[src/rtl/qvr_pkg.sv]
// shared types, widths and constants of the quaternion vector rotate unit
// used by every module under rtl; depends on nothing else
`default_nettype none

package qvr_pkg;

    // field and datapath widths
    localparam int QW   = 32;           // quaternion and vector component
    localparam int S1W  = 66;           // sum of three 64-bit products
    localparam int SH1  = 16;           // first rounding shift
    localparam int TW   = 49;           // first product component after rounding
    localparam int TLW  = 17;           // low slice of a first product component
    localparam int THW  = TW - TLW;     // high slice, signed
    localparam int PHW  = 2 * QW;       // high partial product
    localparam int PLW  = TLW + 1 + QW; // low partial product
    localparam int PW   = 81;           // full second-stage product
    localparam int SW   = 83;           // sum of four full products
    localparam int SH2  = 44;           // second rounding shift
    localparam int RW   = SW - SH2;     // rounded result before saturation
    localparam int NSTG = 6;            // register stages

    // rounding constants, halves go toward plus infinity
    localparam logic signed [S1W-1:0] RND1 = S1W'(1) <<< (SH1 - 1);
    localparam logic signed [SW-1:0]  RND2 = SW'(1) <<< (SH2 - 1);

    // saturation bounds
    localparam logic signed [QW-1:0] SAT_MAX = {1'b0, {(QW - 1){1'b1}}};
    localparam logic signed [QW-1:0] SAT_MIN = {1'b1, {(QW - 1){1'b0}}};

    // configuration register indexes
    typedef enum logic [1:0] {
        CFG_QUAT_X = 2'd0,
        CFG_QUAT_Y = 2'd1,
        CFG_QUAT_Z = 2'd2,
        CFG_QUAT_W = 2'd3
    } t_cfg_idx;

    localparam logic signed [QW-1:0] QUAT_W_RESET = QW'(32'h4000_0000);

    // payload of one input item
    typedef struct packed {
        logic signed [QW-1:0] vec_x;
        logic signed [QW-1:0] vec_y;
        logic signed [QW-1:0] vec_z;
    } t_vec_in;

    // payload of one result item
    typedef struct packed {
        logic signed [QW-1:0] rot_x;
        logic signed [QW-1:0] rot_y;
        logic signed [QW-1:0] rot_z;
        logic                 clipped;
    } t_rot_out;

    // quaternion held in the configuration registers
    typedef struct packed {
        logic signed [QW-1:0] x;
        logic signed [QW-1:0] y;
        logic signed [QW-1:0] z;
        logic signed [QW-1:0] w;
    } t_quat;

    // first product q * v, rounded to 30 fraction bits
    typedef struct packed {
        logic signed [TW-1:0] x;
        logic signed [TW-1:0] y;
        logic signed [TW-1:0] z;
        logic signed [TW-1:0] w;
    } t_tvec;

    // rounded vector before saturation
    typedef struct packed {
        logic signed [RW-1:0] x;
        logic signed [RW-1:0] y;
        logic signed [RW-1:0] z;
    } t_rvec;

    // load enables of the register stages
    typedef struct packed {
        logic s1;
        logic s2;
        logic s3;
        logic s4;
        logic s5;
        logic s6;
    } t_pipe_en;

    // 32 x 32 signed multiply
    function automatic logic signed [PHW-1:0] smul_hi(input logic signed [QW-1:0] a,
                                                      input logic signed [QW-1:0] b);
        smul_hi = a * b;
    endfunction

    // 18 x 32 signed multiply, the low slice carries a zero sign bit
    function automatic logic signed [PLW-1:0] smul_lo(input logic signed [TLW:0] a,
                                                      input logic signed [QW-1:0] b);
        smul_lo = a * b;
    endfunction

endpackage

`default_nettype wire

[src/rtl/qvr_pipe_ctrl.sv]
// valid bits and stage load enables of the six-stage pipeline
// depends on qvr_pkg
`default_nettype none

module qvr_pipe_ctrl (
    input  wire logic             i_clk,
    input  wire logic             i_rst_n,
    input  wire logic             i_in_valid,
    output logic                  o_in_ready,
    output logic                  o_out_valid,
    input  wire logic             i_out_ready,
    output qvr_pkg::t_pipe_en     o_en
);

    logic [qvr_pkg::NSTG-1:0] r_vld;
    logic [qvr_pkg::NSTG-1:0] n_vld;
    logic [qvr_pkg::NSTG-1:0] rdy;

    // a stage loads when empty or when the stage after it moves on
    always_comb begin
        rdy[qvr_pkg::NSTG-1] = !r_vld[qvr_pkg::NSTG-1] || i_out_ready;
        for (int k = qvr_pkg::NSTG - 2; k >= 0; k--) begin
            rdy[k] = !r_vld[k] || rdy[k + 1];
        end
    end

    // next valid bits
    always_comb begin
        n_vld = r_vld;
        if (rdy[0]) begin
            n_vld[0] = i_in_valid;
        end
        for (int k = 1; k < qvr_pkg::NSTG; k++) begin
            if (rdy[k]) begin
                n_vld[k] = r_vld[k - 1];
            end
        end
    end

    always_ff @(posedge i_clk) begin
        if (!i_rst_n) begin
            r_vld <= '0;
        end else begin
            r_vld <= n_vld;
        end
    end

    // enables out to the datapath
    always_comb begin
        o_en.s1 = rdy[0];
        o_en.s2 = rdy[1];
        o_en.s3 = rdy[2];
        o_en.s4 = rdy[3];
        o_en.s5 = rdy[4];
        o_en.s6 = rdy[5];
    end

    assign o_in_ready  = rdy[0];
    assign o_out_valid = r_vld[qvr_pkg::NSTG-1];

endmodule

`default_nettype wire

[config.mk]
export PLATFORM = sky130hd
export DESIGN_NAME = qvr_pipe_ctrl
export DESIGN_NICKNAME = d
export VERILOG_FILES = /design/src/rtl/qvr_pkg.sv /design/src/rtl/qvr_pipe_ctrl.sv
export SDC_FILE = /design/constraint.sdc
export NUM_CORES = 1
export LEC_CHECK = 0
export BUFFER_PORTS_ARGS = -buffer_cell sky130_fd_sc_hd__buf_2
export CAP_MARGIN = 0
export CORE_AREA = 2 2 39 41
export CTS_CLUSTER_DIAMETER = 50
export DETAILED_ROUTE_END_ITERATION = 10
export DIE_AREA = 0 0 41 43
export PLACE_DENSITY = 0.5
export SETUP_SLACK_MARGIN = 0.4
export SYNTH_ARGS = -nofsm -noshare
export SYNTH_HDL_FRONTEND = slang
export SYNTH_SLANG_ARGS = --single-unit
[constraint.sdc]
create_clock -name i_clk -period 1.8 [get_ports i_clk]
set_input_delay 0.45 -clock i_clk [delete_from_list [all_inputs] [get_ports i_clk]]
set_output_delay 0.45 -clock i_clk [all_outputs]
set_load 0.05 [all_outputs]
==> metrics.md <==
| Metric | Value |
|---|---|
| Status | `completed` |
| DRC errors left | `0` |
| Final number of setup-violating endpoints | `0` |
| Sequential share of the synthesized area | `42.9%` |
| Initial antenna violation count | `0` |
| CP Max Fanout | `4` |
| DR iter-0 viols | `6` |
| I/O Pins | `12` |
| Max reg flops | `6` |
| Largest Register | `r_vld` |
| Slew @ Worst Pin | `0.246 ns` |
| Clock sink total | `6` |
| # hold bufs at CTS | `0` |
| CTS root buffer | `clkbuf_4` |
| Starting Density | `20.3%` |
| Maximum clock rate | `643 MHz` |
| Detailed-placement wirelength estimate | `426 um` |
| Clock Latency Late Sink | `0.25 ns` |
| Row cnt | `14` |
| Total grt overflow | `0` |
| Min-delay src | `i_in_valid` |
| Leak | `0.000217 uW` |
| Top cells by area, synth | `dfxtp_1 43%, o31ai_2 8.9%, o21a_1 8.0%, nand3_1 5.4%, nand2_1 5.4%` |
| Yosys cell types | `15` |
| Routed via count | `280` |
| Die ar. | `0.00176 mm^2` |
| Req. time, crit path | `1.35 ns` |
| PwrDens | `553 mW/mm^2` |
| Worst R2R Setup Slack | `0.74 ns` |
| Crit path time final | `1.56 ns` |
| IO buf count | `11` |
| Clock Skew | `0.00634 ns` |
| Die H | `43 um` |
| Post-DR wirelength/cell | `10.6 um` |
| Mapped Nets | `34` |
| Hold slack final | `0.407 ns` |
| Total power | `293 uW` |
| Syn avg cell area | `9.34 um^2` |
| Post-synthesis cell count | `30` |
| Core footprint | `0.00138 mm^2` |
| Total CTS buffers | `3` |
| Post-DR vias/cell | `4.24` |
| Largest net degree at the start of global routing | `9` |
| Crit-path leading delay family | `flip-flops` |
| Longest Clk Path Bufs | `2` |
| Critical path launch point type | `register` |
| Final ANT Viol Nets | `0` |
| Hold path endpoint | `r_vld[0]` |
| Dominant cell type by area after synthesis | `dfxtp_1` |
| Hold Path Stages | `3` |
| Slew Limit Fails | `0` |
| Worst slew margin | `83.7%` |
| Top Registers | `r_vld (6)` |
| Slowest stage delay, CP | `0.35 ns` |
| Clock H-tree levels | `1` |
| Fill cells | `148` |
| Setup crit end kind | `output pin` |
| Proportion of layout cells with a drive suffix above 1 | `76.0%` |
| Nets@finish | `55` |
| Slowest cell on crit path | `dfxtp_4` |
| Final Hold Violating Endpoints | `0` |
| TNS Setup | `0 ns` |
| Path depth of the worst reg2reg path | `4` |
| Synth top area share | `42.9%` |
| TritonRoute pass-1 iters | `4` |
| R2R Path Start | `r_vld[5]` |
| Worst setup path startpoint | `r_vld[5]` |
| Yosys reg bits | `6` |
| RSZ-0062 raised after global routing | `true` |
| RePlAce Congestion | `0.682` |
| Crit path buffers/inverters | `2` |
| Ant diodes | `0` |
| Max-cap violations | `0` |
| Vias in the first global route | `283` |
| FF-to-FF End | `r_vld[0]` |
| Crit Path Class | `register to output pin` |
| CTS tree | `done` |
| Critical-path cell list | `and3b_2 > clkinvlp_4 > buf_8` |
| Clock Pin Slew Worst Setup and Hold Paths | `0.05 ns` |
| Peak VDD IR | `0.215 mV` |
| Final period util | `86.4%` |
| Syn. warnings | `0` |
| Die width | `41 um` |
| WL final | `697 um` |
| Crit path DAT | `1.11 ns` |
| Total track usage | `10.6%` |
| Hold crit path type | `input pin to register` |
| Mapped cell area | `280 um^2` |
| Area growth syn-to-layout | `89.3%` |
| First-pass GRT wire length | `1140 um` |
[final cells by class]
class | instances | area, um^2 | area share [%]
Tap cell | 16 | 20.0 | 3.77
Clock buffer | 4 | 26.3 | 4.95
Inverter | 4 | 18.8 | 3.54
Multi-Input combinational cell | 18 | 155 | 29.2
Timing Repair Buffer | 18 | 176 | 33.3
Sequential cell | 6 | 134 | 25.2
[cell usage in the layout (no fill, tap or decap), types with 2 or more instances in the layout]
| cell type | instances |
|---|---|
| buf_2 | 3 |
| buf_4 | 7 |
| buf_6 | 3 |
| buf_8 | 5 |
| clkbuf_4 | 3 |
| dfxtp_2 | 2 |
| dfxtp_4 | 3 |
| inv_2 | 2 |
| nand2_1 | 3 |
| o21a_1 | 3 |
| o31ai_2 | 2 |
[layer usage]
layer	vias to the layer above	GRT usage [%]	routed length (um)
li1	143	-	-
met1	123	11.6	329
met2	10	14.1	309
met3	4	4.71	42
met4	0	10.0	16
met5	-	0	0
[power breakdown]
part	total (uW)	leakage (uW)	switching, uW	internal, uW
Sequential	136	0.0000522	2.86	133
Clock	139	0.0000150	54.6	84.4
Combinational	18.6	0.000150	9.49	9.08
[synthesized netlist by cell type, drive strengths merged]
cell type / n
nor2b: 1
and3b: 1
nand4: 1
o21a: 3
dfxtp: 6
o31ai: 2
nand2: 4
o21ai: 1
nand3: 3
and4: 1
buf: 2
inv: 4
and4b: 1
[worst max-delay path by stage]
stage | to | cells past startpoint
final | o_en[1] | 3
after global routing | o_en[1] | 3
after CTS | o_en[1] | 3
after detailed placement | o_en[1] | 4
after global placement | o_en[1] | 4
after floorplan | o_en[5] | 3
[repair_timing]
action,in CTS,in global routing
pin swaps,3,3
buffers inserted,6,1
gates cloned,0,0
setup endpoints to repair,7,7
gates resized for setup,28,2
[per-stage QoR]
stage / setup WS [ns] / cell area, um^2 / std cells / utilization [%]
final: 0.244 / 531 / 66 / 38.3
after global routing: 0.169 / 531 / 66 / 38.3
after CTS: 0.229 / 518 / 65 / 37.4
after detailed placement: 0.174 / 368 / 55 / 26.6
after global placement: 0.174 / 368 / 55 / 26.6
after floorplan: 0.297 / 309 / 30 / -
[logic make-up after synthesis]
family,after synthesis,share of synthesized area (%)
AO/OA/AOI/OAI,6,18.7
AND/OR/NAND/NOR,12,28.6
buffers and inverters,6,9.82
flip-flops,6,42.9
[worst register-to-register path, cell delays in order, from the launching register on]
cell	delay [ns]
dfxtp_4	0.35
nor2b_4	0.21
inv_2	0.07
buf_4	0.14
o31ai_2	0.21
Note: power is estimated with default switching activity, not from simulation.
